[src/sv/bis_queue.sv]
// Two-entry register queue between the front end and the back end.
module bis_queue #(
    parameter int WIDTH = 8
) (
    input  logic             aclk,
    input  logic             aresetn,
    input  logic             in_valid,
    output logic             in_ready,
    input  logic [WIDTH-1:0] in_data,
    output logic             out_valid,
    input  logic             out_ready,
    output logic [WIDTH-1:0] out_data
);

    logic [WIDTH-1:0] mem_reg [2];
    logic       wr_ptr_reg, wr_ptr_next;
    logic       rd_ptr_reg, rd_ptr_next;
    logic [1:0] count_reg, count_next;
    logic       push, pop;

    assign in_ready  = (count_reg != 2'd2);
    assign out_valid = (count_reg != 2'd0);
    assign out_data  = mem_reg[rd_ptr_reg];
    assign push      = in_valid && in_ready;
    assign pop       = out_valid && out_ready;

    always_comb begin
        wr_ptr_next = push ? !wr_ptr_reg : wr_ptr_reg;
        rd_ptr_next = pop ? !rd_ptr_reg : rd_ptr_reg;
        count_next  = count_reg + 2'(push) - 2'(pop);
    end

    always_ff @(posedge aclk) begin
        if (!aresetn) begin
            wr_ptr_reg <= 1'b0;
            rd_ptr_reg <= 1'b0;
            count_reg  <= 2'd0;
        end else begin
            wr_ptr_reg <= wr_ptr_next;
            rd_ptr_reg <= rd_ptr_next;
            count_reg  <= count_next;
        end
    end

    always_ff @(posedge aclk) begin
        if (push) begin
            mem_reg[wr_ptr_reg] <= in_data;
        end
    end

endmodule

[config.mk]
export PLATFORM = sky130hd
export DESIGN_NAME = bis_queue
export DESIGN_NICKNAME = d
export VERILOG_FILES = /design/src/sv/bis_queue.sv
export SDC_FILE = /design/constraint.sdc
export NUM_CORES = 1
export LEC_CHECK = 0
export BUFFER_PORTS_ARGS = -buffer_cell sky130_fd_sc_hd__buf_4
export CAP_MARGIN = 20
export CELL_PAD_IN_SITES_DETAIL_PLACEMENT = 1
export CELL_PAD_IN_SITES_GLOBAL_PLACEMENT = 2
export CORE_ASPECT_RATIO = 1.25
export CORE_UTILIZATION = 36
export CTS_CLUSTER_SIZE = 16
export DETAILED_ROUTE_END_ITERATION = 7
export PLACE_DENSITY = 0.81
export SLEW_MARGIN = 20
export SYNTH_ARGS = -nofsm -noshare
export SYNTH_HDL_FRONTEND = slang
export SYNTH_SLANG_ARGS = --single-unit
[constraint.sdc]
create_clock -name aclk -period 1.9 [get_ports aclk]
set_input_delay 0 -clock aclk [delete_from_list [all_inputs] [get_ports aclk]]
set_output_delay 0 -clock aclk [all_outputs]
set_load 0.005 [all_outputs]
# [Word level (Yosys, flattened, before mapping)]
# Memories as Yosys holds them, arrays and structs flattened. A register that Yosys moved wholly into a read port is not among the register bits.
# Cells that the tools add are included.
[totals] wordCells=16 ramBits=16 input_bits=12 ff_bits=4 output_inout_bits=10 memories=1
[classes] n_reduce_logical=5 muxes=4 n_eq_ne=1 addsub=2
[mem_list] name="mem_reg" words=2 width=8 read_ports=1 rd_ports_with_merged_regs=1 wr=1 line_no="15" text="logic [WIDTH-1:0] mem_reg [2];"
[op_table] op="1-bit 2-to-1 mux" n=4
[op_table] op="2-bit by 1-bit adder with 2-bit output" n=1
[op_table] op="1-bit logical AND" n=2
[op_table] op="1-bit zero test" n=2
[op_table] op="2-bit inequality test (second input constant)" n=1
[op_table] op="2-bit nonzero test" n=1
[op_table] op="2-bit by 1-bit subtractor with 2-bit output" n=1

# [Longest topological paths before layout]
[depth] depth_word=4 depth_mapped=6 mapped_depth_nobuf=6

# [Least setup slack after synthesis]
# Ideal clock, no wire load.
[synth_timing] kind="reg2reg" from="reg count_reg[1]" to="reg count_reg[1]" setup_time_ns=0.124 path_slack_ns=0.572 synth_period_minus_slack_ns=1.328 t_required_ns=1.776 n_path_buf=0 arrival_time_ns=1.204 stages_incl_launch_ff=7 path_cell_list="dfxtp_1 > and2b_1 > o21ba_2 > nor2_1 > ha_1 > nor4_1 > nor3_1"
[synth_via] elab_chain_cells=4 word_cells_on_any_way=6 cone_classes="add/sub: 2; eq/ne: 1; reduce/logical: 3"
[synth_lines] element="start, declared" line_no="18" text="logic [1:0] count_reg, count_next;"
[synth_lines] element="start signal, assigned" line_no="41" text="count_reg <= count_next;"
[synth_lines] element="2-bit inequality test" line_no="21" text="assign in_ready = (count_reg != 2'd2);"
[synth_lines] element="1-bit logical AND" line_no="24" text="assign push = in_valid && in_ready;"
[synth_lines] element="2-bit by 1-bit adder with 2-bit output" line_no="30" text="count_next = count_reg + 2'(push) - 2'(pop);"
[synth_lines] element="2-bit by 1-bit subtractor with 2-bit output *" line_no="30"
# Every way passes the cells marked *; elsewhere a longest branch is shown, timed or not.
# A chain may end at the register's enable or synchronous reset.

# [Final worst setup path]
# Ends and elaborated chain as after synthesis.

==> reports/results.ini <==
[worst_setup_path]
crit_chain=and2b_1 > o21ba_2 > nor2_1 > ha_1 > nor4_1 > nor3_1
cp-start-kind=flop
path_class=flop to flop
path_depth=6
slowest_stage=dfxtp_1
worst-path-buf-inv=0
cp.required_ns=2.08
slowest_delay_ns=0.44
critPathTopFamily=simple AND/OR/NAND/NOR gates
end_kind=flop
rrSetupSlack_ns=0.43
arrival_ns=1.66
crit_fanout=7
reg2regPathDepth=6
worst_r2r_endpoint=count_reg[1]
reg2reg_from=count_reg[1]

[job]
maxCapViolations=0

[global_route]
grt_pass1_wl_um=2640
grt_overflow=0
grt_start_max_net_pins=12
grt_pass1_vias=622
antenna_found_initial=0
grt_use_total=0.147

[yosys]
synthTopCellsByArea=edfxtp_1, dfxtp_1, mux2_2, nor2_1, and3_1
netlist_area_um2=836
synth.largest_area_cell=edfxtp_1
synth_seq_cells=21
syn_area_per_cell_um2=15.2
syn-num-nets=68
syn_inst=55
seq_area_frac_synth=0.695
ys_warn_count=0
synthDistinctLibCells=23
synthDominantCellAreaShare=0.575

[sta]
fin_tns_setup_ns=0
relSlewSlack=0.716
period_share=0.776
finalCriticalPeriod_ns=1.47
fmax_mhz=678
setup_violations=0
finalHoldViolations=0
slew_violations=0
whs_ns=0.0524
tightestPinTransition_ns=0.420
finClkSkew_ns=0.000679
setup_slack_ns=0.426
rsz0062_at_grt=false

[power]
pwr-share-comb=0.270
p_int_uw=833
swShare=0.253
power_mw=1.11
p_seq_frac=0.550
clockPowerShare=0.181
netSwitchingPower_uw=282
ir_worst_vdd_mv=0.457
p_leak_nw=0.453
p_per_area_mw_per_mm2=974

[clock_tree]
cts.clk_slew.worst_paths_ns=0.10
root_buffer=clkbuf_4
ctsLongestPathBuffers=2
cts_buffers=3
clk_latency_ns=0.29
post-cts-setup-buffers=0
cts_tree=built
h-tree-depth=1
clock-sinks=21

[die]
start_util=0.382
die_w_um=45.1
die-area_mm2=0.00252
coreArea_mm2=0.00219
ioPinCount=22
chipHeight_um=55.9
fp-row-count=19

[min_path]
whs_path_depth=3
hp-class=input pin to flop
worstHoldEndpoint=wr_ptr_reg
hold_start=in_valid

[placed_design]
port_buffers=21
post-dp-hpwl_um=1160
place_ws_ns=0.439
dp.cells=106
place.gp.congestion=0.715

[route]
drc=0
vias=541
ant_nets=0
drt_iter0_drc=3
dr.pass1.iters=2
vias_per_cell=4.55
finalWirelength_um=1560
wire_per_inst_um=13.1

[layout]
final_cells=119
layout_common_cells=buf_4, edfxtp_1, dlygate4sd3_1
largest_reg_flops=16
syn_to_final_growth_pct=36.8
finalNetCount=102
final_common_cell=buf_4
drive_gt1_frac=0.398
antenna_cells=0

[status]
status=finished clean

## layout make-up
class / count / area [µm²]
fillers: 235 / 1040
inverters: 2 / 7.51
flip-flops and latches: 21 / 581
well taps: 31 / 38.8
clock buffers: 4 / 26.3
repair buffers: 30 / 248
multi-input cells: 31 / 243
## timing repair
action                                 CTS  global route
hold buffers                             9             0
endpoints found under the hold margin   19             0
setup endpoints to repair                0             0
gates resized for setup                  0             0
## synthesized netlist by cell type
library cell	number
o21ba_2	1
buf_2	1
and3_1	2
or2_2	1
nor4_1	1
o31a_1	1
dfxtp_1	5
a21bo_2	1
mux2_2	8
nand2b_1	1
nor2_1	4
a21oi_1	1
nor4bb_1	1
nor3_1	1
nand3b_1	1
ha_1	1
and2b_1	1
o21ai_0	2
nand3_1	1
xor2_1	1
edfxtp_1	16
inv_1	2
and2_1	1
## power groups by stage
| stage | Combinational, mW | Sequential (mW) | Clock, mW |
|---|---|---|---|
| 5_1_grt | 0.335 | 0.624 | 0.226 |
| 3_5_place_dp | 0.292 | 0.626 | 0 |
| 3_3_place_gp | 0.283 | 0.618 | 0 |
| 2_1_floorplan | 0.177 | 0.593 | 0 |
| 4_1_cts | 0.309 | 0.614 | 0.209 |
| 6_report | 0.301 | 0.612 | 0.201 |
## routing by layer
metal,vias up,global-route usage,share of wire
li1,269,-,-
met3,2,0.0292,0.033
met4,0,0.0649,0.0090
met5,-,0,0
met2,12,0.269,0.56
met1,258,0.152,0.39
## tightest hold or removal path, stage by stage
cell and delay (ns):
buf_4 0.13, a21bo_2 0.12, a21oi_1 0.05
## per-stage QoR
step	area (µm²)	util
floorplan	836	-
global placement	1030	0.470
detailed placement	1030	0.470
CTS	1140	0.523
global route	1140	0.523
finish	1140	0.523
## worst max-delay path by stage
stage | from | endpoint | slack, ns
2_1_floorplan | count_reg[1] | count_reg[1] | 0.57
3_3_place_gp | count_reg[0] | mem_reg[1][7] | 0.52
3_5_place_dp | count_reg[1] | count_reg[1] | 0.44
4_1_cts | count_reg[1] | count_reg[1] | 0.42
5_1_grt | count_reg[1] | count_reg[1] | 0.32
6_report | count_reg[1] | count_reg[1] | 0.43
## cells by family (layout without fill, tap and decap cells)
kind of cell / Yosys count / after routing / share of synthesized area
compound gates: 6 / 6 / 0.0524
xor+xnor: 1 / 1 / 0.0105
fa+ha+maj: 1 / 1 / 0.0150
buf+inv: 3 / 36 / 0.0150
flops: 21 / 21 / 0.695
mux: 8 / 8 / 0.108
simple gates: 15 / 15 / 0.105
No activity file was read; power rests on OpenSTA's default activity.
