<file path="config.mk">
export PLATFORM = sky130hd
export DESIGN_NAME = bis_front
export DESIGN_NICKNAME = d
export VERILOG_FILES = /design/src/sv/bis_pkg.sv /design/src/sv/bis_front.sv
export SDC_FILE = /design/constraint.sdc
export NUM_CORES = 1
export LEC_CHECK = 0
export ABC_AREA = 1
export BUFFER_PORTS_ARGS = -buffer_cell sky130_fd_sc_hd__buf_2
export CORE_ASPECT_RATIO = 2
export CORE_UTILIZATION = 55
export CTS_BUF_LIST = sky130_fd_sc_hd__clkbuf_16
export CTS_CLUSTER_SIZE = 8
export DETAILED_ROUTE_END_ITERATION = 6
export GPL_TIMING_DRIVEN = 0
export PLACE_DENSITY = 0.79
export SLEW_MARGIN = 20
export SYNTH_ARGS = -nofsm -noshare
export SYNTH_HDL_FRONTEND = slang
export SYNTH_SLANG_ARGS = --single-unit
</file>
<file path="constraint.sdc">
create_clock -name aclk -period 27 [get_ports aclk]
set_clock_uncertainty 0.05 [all_clocks]
set_input_delay 1.35 -clock aclk [delete_from_list [all_inputs] [get_ports aclk]]
set_output_delay 1.35 -clock aclk [all_outputs]
set_load 0.005 [all_outputs]
</file>
<file path="src/sv/bis_pkg.sv">
// Shared types and constants for the bilinear sample and splat block.
package bis_pkg;

    localparam int DEF_MAX_WIDTH  = 256;
    localparam int DEF_MAX_HEIGHT = 256;
    localparam int DEF_COLOR_BITS = 16;

    localparam int IN_COLOR_W = 16;
    localparam int SIZE_W     = 13;
    localparam int CFG_W      = 9;
    localparam int WGT_W      = 17;

    localparam logic REG_IMAGE_WIDTH  = 1'b0;
    localparam logic REG_IMAGE_HEIGHT = 1'b1;

    typedef enum logic [1:0] {
        OP_WRITE  = 2'd0,
        OP_SAMPLE = 2'd1,
        OP_SPLAT  = 2'd2,
        OP_NONE   = 2'd3
    } op_t;

    typedef enum logic [2:0] {
        ST_CLEAR,
        ST_IDLE,
        ST_READ,
        ST_MUL1,
        ST_MUL2,
        ST_ACC,
        ST_OUT
    } back_state_t;

endpackage

</file>
<file path="src/sv/bis_front.sv">
// Front end: configuration registers, beat decode, neighbor addresses and weights.
module bis_front import bis_pkg::*; #(
    parameter int MAX_WIDTH  = DEF_MAX_WIDTH,
    parameter int MAX_HEIGHT = DEF_MAX_HEIGHT,
    parameter int AW         = 16,
    parameter int ENT_W      = 186
) (
    input  logic             aclk,
    input  logic             aresetn,
    input  logic             cfg_we,
    input  logic             cfg_addr,
    input  logic [CFG_W-1:0] cfg_wdata,
    input  logic             s_tvalid,
    output logic             s_tready,
    input  logic [127:0]     s_tdata,
    input  logic [1:0]       s_tuser,
    input  logic             clearing,
    output logic             q_valid,
    input  logic             q_ready,
    output logic [ENT_W-1:0] q_data
);

    logic [CFG_W-1:0]  width_reg, width_next;
    logic [CFG_W-1:0]  height_reg, height_next;
    logic [SIZE_W-1:0] w_eff, h_eff;

    op_t               op;
    logic [7:0]        pixel_col, pixel_row;
    logic [15:0]       red_in, green_in, blue_in;
    logic [15:0]       sample_u, sample_v, splat_x, splat_y;

    logic [SIZE_W+15:0] xs, ys;
    logic [SIZE_W-1:0]  c0, r0, c0p, r0p, c1, r1;
    logic [16:0]        sxr, syr;
    logic [8:0]         ix, iy, swx0, swy0;
    logic [17:0]        tx, ty;

    logic [SIZE_W-1:0]  col_a [2];
    logic [SIZE_W-1:0]  row_a [2];
    logic [WGT_W-1:0]   wx [2];
    logic [WGT_W-1:0]   wy [2];
    logic [3:0]         mask;
    logic [AW-1:0]      addr [4];

    assign op        = op_t'(s_tuser);
    assign pixel_col = s_tdata[7:0];
    assign pixel_row = s_tdata[15:8];
    assign red_in    = s_tdata[31:16];
    assign green_in  = s_tdata[47:32];
    assign blue_in   = s_tdata[63:48];
    assign sample_u  = s_tdata[79:64];
    assign sample_v  = s_tdata[95:80];
    assign splat_x   = s_tdata[111:96];
    assign splat_y   = s_tdata[127:112];

    always_comb begin
        if (width_reg == '0) begin
            w_eff = SIZE_W'(1);
        end else if (SIZE_W'(width_reg) > SIZE_W'(MAX_WIDTH)) begin
            w_eff = SIZE_W'(MAX_WIDTH);
        end else begin
            w_eff = SIZE_W'(width_reg);
        end
        if (height_reg == '0) begin
            h_eff = SIZE_W'(1);
        end else if (SIZE_W'(height_reg) > SIZE_W'(MAX_HEIGHT)) begin
            h_eff = SIZE_W'(MAX_HEIGHT);
        end else begin
            h_eff = SIZE_W'(height_reg);
        end
    end

    always_comb begin
        xs  = (SIZE_W+16)'(sample_u) * (SIZE_W+16)'(w_eff);
        ys  = (SIZE_W+16)'(sample_v) * (SIZE_W+16)'(h_eff);
        c0  = xs[SIZE_W+15:16];
        r0  = ys[SIZE_W+15:16];
        c0p = c0 + SIZE_W'(1);
        r0p = r0 + SIZE_W'(1);
        c1  = (c0p >= w_eff) ? '0 : c0p;
        r1  = (r0p >= h_eff) ? '0 : r0p;

        sxr  = 17'(splat_x) + 17'd128;
        syr  = 17'(splat_y) + 17'd128;
        ix   = sxr[16:8];
        iy   = syr[16:8];
        tx   = {1'b0, ix, 8'd0} + 18'd128 - 18'(splat_x);
        ty   = {1'b0, iy, 8'd0} + 18'd128 - 18'(splat_y);
        swx0 = tx[8:0];
        swy0 = ty[8:0];

        col_a[0] = '0;
        col_a[1] = '0;
        row_a[0] = '0;
        row_a[1] = '0;
        wx[0]    = '0;
        wx[1]    = '0;
        wy[0]    = '0;
        wy[1]    = '0;
        mask     = '0;
        case (op)
            OP_WRITE: begin
                col_a[0] = SIZE_W'(pixel_col);
                row_a[0] = SIZE_W'(pixel_row);
                mask[0]  = (SIZE_W'(pixel_col) < w_eff) && (SIZE_W'(pixel_row) < h_eff);
            end
            OP_SAMPLE: begin
                col_a[0] = c0;
                col_a[1] = c1;
                row_a[0] = r0;
                row_a[1] = r1;
                wx[0]    = 17'h10000 - 17'(xs[15:0]);
                wx[1]    = 17'(xs[15:0]);
                wy[0]    = 17'h10000 - 17'(ys[15:0]);
                wy[1]    = 17'(ys[15:0]);
                mask     = 4'hF;
            end
            OP_SPLAT: begin
                col_a[0] = SIZE_W'(ix) - SIZE_W'(1);
                col_a[1] = SIZE_W'(ix);
                row_a[0] = SIZE_W'(iy) - SIZE_W'(1);
                row_a[1] = SIZE_W'(iy);
                wx[0]    = 17'(swx0);
                wx[1]    = 17'd256 - 17'(swx0);
                wy[0]    = 17'(swy0);
                wy[1]    = 17'd256 - 17'(swy0);
                for (int n = 0; n < 4; n++) begin
                    mask[n] = (ix != '0 || n[0]) && (iy != '0 || n[1])
                        && (col_a[n % 2] < w_eff) && (row_a[n / 2] < h_eff);
                end
            end
            default: begin
                mask = '0;
            end
        endcase

        for (int n = 0; n < 4; n++) begin
            addr[n] = AW'(32'(row_a[n / 2]) * MAX_WIDTH + 32'(col_a[n % 2]));
        end
    end

    assign q_data = {2'(op), mask, addr[3], addr[2], addr[1], addr[0],
                     wy[1], wy[0], wx[1], wx[0], blue_in, green_in, red_in};
    assign q_valid  = s_tvalid && !clearing;
    assign s_tready = q_ready && !clearing;

    always_comb begin
        width_next  = width_reg;
        height_next = height_reg;
        if (cfg_we) begin
            case (cfg_addr)
                REG_IMAGE_WIDTH:  width_next  = cfg_wdata;
                REG_IMAGE_HEIGHT: height_next = cfg_wdata;
                default: begin
                    width_next = width_reg;
                end
            endcase
        end
    end

    always_ff @(posedge aclk) begin
        if (!aresetn) begin
            width_reg  <= CFG_W'(256);
            height_reg <= CFG_W'(256);
        end else begin
            width_reg  <= width_next;
            height_reg <= height_next;
        end
    end

endmodule

</file>
Yosys cells after proc, flatten, opt, wreduce, memory -nomap -nowiden
Cells that the tools add are included.

Register bits: 18. Bits of input ports: 146. Output and inout bits: 188. Word-level logic and storage cells: 68.

$add $sub $neg: 18. $lt $le $gt $ge: 10. Multipliers: 2. Bitwise logic cells: 1. Equal/unequal tests: 2. Reduce and logical (&&, ||, !) cells: 19. Muxes and demuxes: 14.

Operators with widths (count): $pmux W34 S2 (2); $add A16 B13 Y16 (4); $mul A16 B13 Y29 (2); $mux W13 (3); $pmux W13 S3 (1); $add A16 B8 Y17 const B (2); $sub A17 B16 Y17 const A (2); $add A13 B1 Y13 const B (2); $ge A13 B13 Y1 (2); $lt A13 B13 Y1 (2); $lt A8 B13 Y1 (2); $lt A9 B13 Y1 (2); $pmux W13 S2 (1); $pmux W8 S3 (1); $sub A9 B1 Y10 const B (2); $sub A9 B9 Y10 const A (2); $add A9 B8 Y9 const B (2); $gt A9 B9 Y1 const B (2); $logic_not A9 Y1 (2); $mux W9 (2); $reduce_bool A9 Y1 (2); $sub A9 B9 Y9 (2); $pmux W8 S2 (1); $logic_and A1 B1 Y1 (11); other kinds (9) (10).

Longest topological paths before layout
Depth after elaboration: 9. Depth in mapped cells: 55. Depth with buffers taken out: 54.

Worst setup path after synthesis
No wires, ideal clock.

Path kind: input to output. From: input s_tdata[87]. To: output q_data[178]. Setup slack: 17.404 ns. Arrival time: 8.196 ns. Path buffers: 0. Cell stages on the path: 45. Required time: 25.600 ns. Path through: inv_1 -> nor2_1 -> fa_1 -> inv_1 -> fa_1 -> inv_1 -> fa_1 -> fa_1 -> inv_1 -> fa_1 -> inv_1 -> ha_1 -> nand2_1 -> inv_1 -> nand2_1 -> nand2_1 -> inv_2 -> nand2_2 -> (+9 left out) -> nand2_1 -> nand3b_1 -> nand2_1 -> nand2_1 -> nand2_1 -> nand2_1 -> nand2_1 -> nand4_1 -> nor2_4 -> nand2_4 -> o21ai_4 -> nand2_1 -> fa_1 -> inv_1 -> a21oi_1 -> a21oi_1 -> nand3_1 -> xor2_1.

Cells in the longest elaborated chain, start to end: 6.

Ends and longest elaborated chain: from (decl) (line bis_front.sv:15) `input logic [127:0] s_tdata,`; $mul A16 B13 Y29 * (line bis_front.sv:75) `ys = (SIZE_W+16)'(sample_v) * (SIZE_W+16)'(h_eff);`; $add A13 B1 Y13 * (line bis_front.sv:79) `r0p = r0 + SIZE_W'(1);`; $ge A13 B13 Y1 (line bis_front.sv:81) `r1 = (r0p >= h_eff) ? '0 : r0p;`; $mux W8 * (line bis_front.sv:81); $pmux W8 S2 * (line bis_front.sv:101) `case (op)`; $add A16 B13 Y16 * (line bis_front.sv:138) `addr[n] = AW'(32'(row_a[n / 2]) * MAX_WIDTH + 32'(col_a[n % 2]));`; to (decl) (line bis_front.sv:20) `output logic [ENT_W-1:0] q_data`.

Every way passes the cells marked *; elsewhere a longest branch is shown, timed or not.

Worst setup path after layout
From: register height_reg[0]. To: output q_data[178].

Cells in the longest elaborated chain, start to end: 9. Elaborated cells between the ends (all ways): 10. Those cells by class: 2 x add/sub; 1 x mul; 2 x order compare; 4 x mux; 1 x reduce/logical.

Ends and longest elaborated chain: from (decl) (line bis_front.sv:24) `logic [CFG_W-1:0] height_reg, height_next;`; from (signal assigned) (line bis_front.sv:167) `height_reg <= height_next;`; $gt A9 B9 Y1 (line bis_front.sv:66) `end else if (SIZE_W'(height_reg) > SIZE_W'(MAX_HEIGHT)) begin`; $mux W9 (line bis_front.sv:66); $mux W13 * (line bis_front.sv:64) `if (height_reg == '0) begin`; $mul A16 B13 Y29 (line bis_front.sv:75); $add A13 B1 Y13 (line bis_front.sv:79); $ge A13 B13 Y1 (line bis_front.sv:81); $mux W8 * (line bis_front.sv:81); $pmux W8 S2 * (line bis_front.sv:101); $add A16 B13 Y16 * (line bis_front.sv:138).

Marked as above.

==> impl_metrics.env <==
export IMPL_multi_input_area_sq_um=14400
export IMPL_violations="design-rule violations"
export IMPL_max_stage_delay_ns=0.74
export IMPL_fmax_mhz=83.8
export IMPL_grt_usage_pct=41.6
export IMPL_die_h_um=258
export IMPL_seqPwrFrac_pct=5.8
export IMPL_period_needed_ns=11.93
export IMPL_finalMaxSlewViolations=0
export IMPL_cts_sinks=18
export IMPL_status="complete, but fails checks"
export IMPL_vias_per_cell=5.47
export IMPL_synth_cells=2797
export IMPL_crit_path_top_delay_cell="clkbuf_1"
export IMPL_finalWirelength_mm=68.4
export IMPL_grt_first_pass_wirelength_mm=105
export IMPL_swShare_pct=59.8
export IMPL_switchingPower_uw=306
export IMPL_grt_use_met2_pct=73.3
export IMPL_cp_max_fo=10
export IMPL_use_met1_pct=34.7
export IMPL_yosysWarnings=0
export IMPL_portBuffers=285
export IMPL_startpoint_type="register"
export IMPL_grt_max_degree=14
export IMPL_layoutNonFillerInstCount=3531
export IMPL_finalPower_uw=511
export IMPL_start_util_pct=55.9
export IMPL_numPlacedInstances=3514
export IMPL_dr_pass1_iters=7
export IMPL_hold_path_class="reg2reg"
export IMPL_fillers=3163
export IMPL_pwr_density_cell_nw_per_um2=25.4
export IMPL_p_leak_nw=12.4
export IMPL_rsz0062_at_grt="no"
export IMPL_gr_usage_met3_pct=10.2
export IMPL_p_comb_share_pct=88.4
export IMPL_critPathCaptureType="primary output"
export IMPL_htreeDepth=1
export IMPL_synth_seq_cells=18
export IMPL_dieArea_sq_um=33600
export IMPL_timing_setup_tns_ns=0
export IMPL_yosysUniqueCellTypes=54
export IMPL_hold_viol=0
export IMPL_crit_arrival_ns=10.53
export IMPL_cts_setup_buffers=0
export IMPL_p_int_uw=205
export IMPL_busiest_layer="met2"
export IMPL_cts_root_buffer="clkbuf_16"
export IMPL_first_global_vias=20400
export IMPL_crit_type="reg2out"
export IMPL_drive_above_1_share_pct=13.9
export IMPL_ys_async_sr_fraction_pct=0
export IMPL_crit_top_cell="nand2_1"
export IMPL_synth_edf_count=0
export IMPL_cts_resized=0
export IMPL_fin_crit_sh_pct=44.2
export IMPL_relSlewSlack_pct=31.3
export IMPL_die_w_um=130
export IMPL_ff_latch_area_sq_um=360
export IMPL_synthesis_area_sq_um=18000
export IMPL_drc=2
export IMPL_place_hpwl_mm=59.0
export IMPL_antenna_found_initial=14
export IMPL_ys_seq_area_share_pct=2.00
export IMPL_clock_latency_ns=0.25
export IMPL_peakVddDrop_uv=18.6
export IMPL_area_growth_pct=11.7
export IMPL_cts_tree="done"
export IMPL_nets=3697
export IMPL_coreArea_sq_um=32200
export IMPL_wl_per_cell_um=19.4
export IMPL_pwr_share_clk_pct=5.8
export IMPL_grt_ovfl_total=0
export IMPL_final_setup_viol_count=0
export IMPL_synth_area_per_cell_sq_um=6.45
export IMPL_rows=93
export IMPL_cts_hold_buf=0
export IMPL_synth_flop_cell="dfxtp_1"
export IMPL_gp_congestion=1.02
export IMPL_worst_slew_pin_slew_ns=1.02
export IMPL_drt_iter0_drc=982
export IMPL_cp_required_ns=25.60
export IMPL_maxCapViolCount=0
export IMPL_cts_made_buffers=3
export IMPL_clockBufferDepth=2
export IMPL_dr_total_vias=19300
export IMPL_ios=334
export IMPL_clk_pin_slew_ns=0.05
export IMPL_ant_nets=0
==> final timing paths <==
check	start	end	slack, ns	depth (start not counted)
setup reg to reg	height_reg[8]	height_reg[8]	25.71	3
setup / recovery	height_reg[0]	q_data[178]	15.07	50
hold reg to reg	width_reg[3]	width_reg[3]	0.45	2
hold / removal	width_reg[3]	width_reg[3]	0.45	2
==> metal layers <==
| layer | share of wire (%) | vias to the layer above |
|---|---|---|
| li1 | - | 9048 |
| met1 | 30 | 8960 |
| met2 | 50 | 888 |
| met3 | 6.7 | 426 |
| met4 | 14 | 2 |
| met5 | 0.013 | - |
==> worst max-delay path, delay by kind of cell, from the launching register on <==
kind | cells | cell delay, ns
AO/OA/AOI/OAI | 5 | 0.74
XOR/XNOR | 3 | 0.72
adder cells (fa/ha/maj) | 9 | 3.98
buffers and inverters | 10 | 1.55
flip-flops | 1 | 0.32
AND/OR/NAND/NOR | 23 | 2.96
==> cell type report <==
class | count | area share, %
buffer | 112 | 3.38
inverter | 693 | 12.9
sequential | 18 | 1.79
tap | 427 | 2.65
timing repair buffer | 286 | 7.14
antenna | 12 | 0.149
clock buffer | 3 | 0.373
clock inverter | 1 | 0.0186
multi-input combinational | 1979 | 71.6
==> synthesized netlist by cell type (3+ instances only) <==
library cell	n	share of area, %
or3_1	4	0.14
nor2_2	9	0.31
o31ai_1	3	0.12
nor2_1	323	6.7
inv_1	676	14
or2_2	7	0.24
nor2_4	4	0.25
buf_4	68	2.8
a31oi_1	13	0.45
ha_1	256	18
fa_1	202	22
inv_2	14	0.29
buf_1	8	0.17
a22oi_1	7	0.29
nand3_2	4	0.22
clkbuf_1	35	0.73
nand3_1	87	2.4
o32ai_1	11	0.53
nand3b_1	4	0.17
nand2_1	636	13
o21bai_1	5	0.21
nor4_1	3	0.10
o21ai_0	88	2.4
a21oi_1	93	2.6
nor3_1	30	0.83
a221oi_1	3	0.15
nand4_1	32	1.1
nand2_4	4	0.25
clkinv_1	3	0.062
nor3_2	5	0.28
nand2_2	16	0.56
xor2_1	54	2.6
a32o_1	4	0.22
dfxtp_1	18	2.0
o22ai_1	16	0.56
xnor2_1	20	0.97
o211ai_1	9	0.37
==> kinds of logic after synthesis <==
group / Yosys count / share of synthesized area (%)
AOI/OAI and AO/OA: 265 / 8.62
other: 2 / 0.0416
DFF: 18 / 2.00
and+or+nand+nor: 1173 / 27.1
xor gates and xnor gates: 76 / 3.84
adders and majority gates: 458 / 40.2
buffers and inverters: 805 / 18.2
==> placed cells by master, fill, tap and decap left out, types with 9 or more instances in the layout <==
cell      instances
o21ai_0          88
clkbuf_1         32
ha_1            256
nand4_1          32
inv_1           676
buf_2           286
xnor2_1          20
buf_4            68
fa_1            202
o211ai_1          9
o22ai_1          16
xor2_1           54
nand2_2          16
a31oi_1          13
dfxtp_1          18
nand3_1          87
a21oi_1          93
nor2_1          323
diode_2          12
o32ai_1          11
nor3_1           30
nor2_2            9
inv_2            14
nand2_1         636
==> power groups by stage <==
| stage | Sequential (mW) | Combinational [mW] | Clock (mW) |
|---|---|---|---|
| after floorplan | 0.0297 | 0.301 | 0 |
| after global placement | 0.0299 | 0.431 | 0 |
| after detailed placement | 0.0300 | 0.441 | 0 |
| after CTS | 0.0295 | 0.444 | 0.0299 |
| after global routing | 0.0297 | 0.505 | 0.0310 |
| final | 0.0295 | 0.452 | 0.0296 |
==> metrics by stage <==
stage / setup WS, ns / cell area, sq um / util, % / hold WS [ns]
5_1_grt: 14.24 / 20100 / 62.5 / 0.486
4_1_cts: 15.20 / 20100 / 62.3 / 0.449
2_1_floorplan: 17.40 / 18100 / - / 0.399
3_3_place_gp: 15.52 / 20000 / 62.1 / 0.431
6_report: 15.07 / 20100 / 62.5 / 0.447
3_5_place_dp: 15.47 / 20000 / 62.1 / 0.435
No activity file was read; power rests on OpenSTA's default activity.
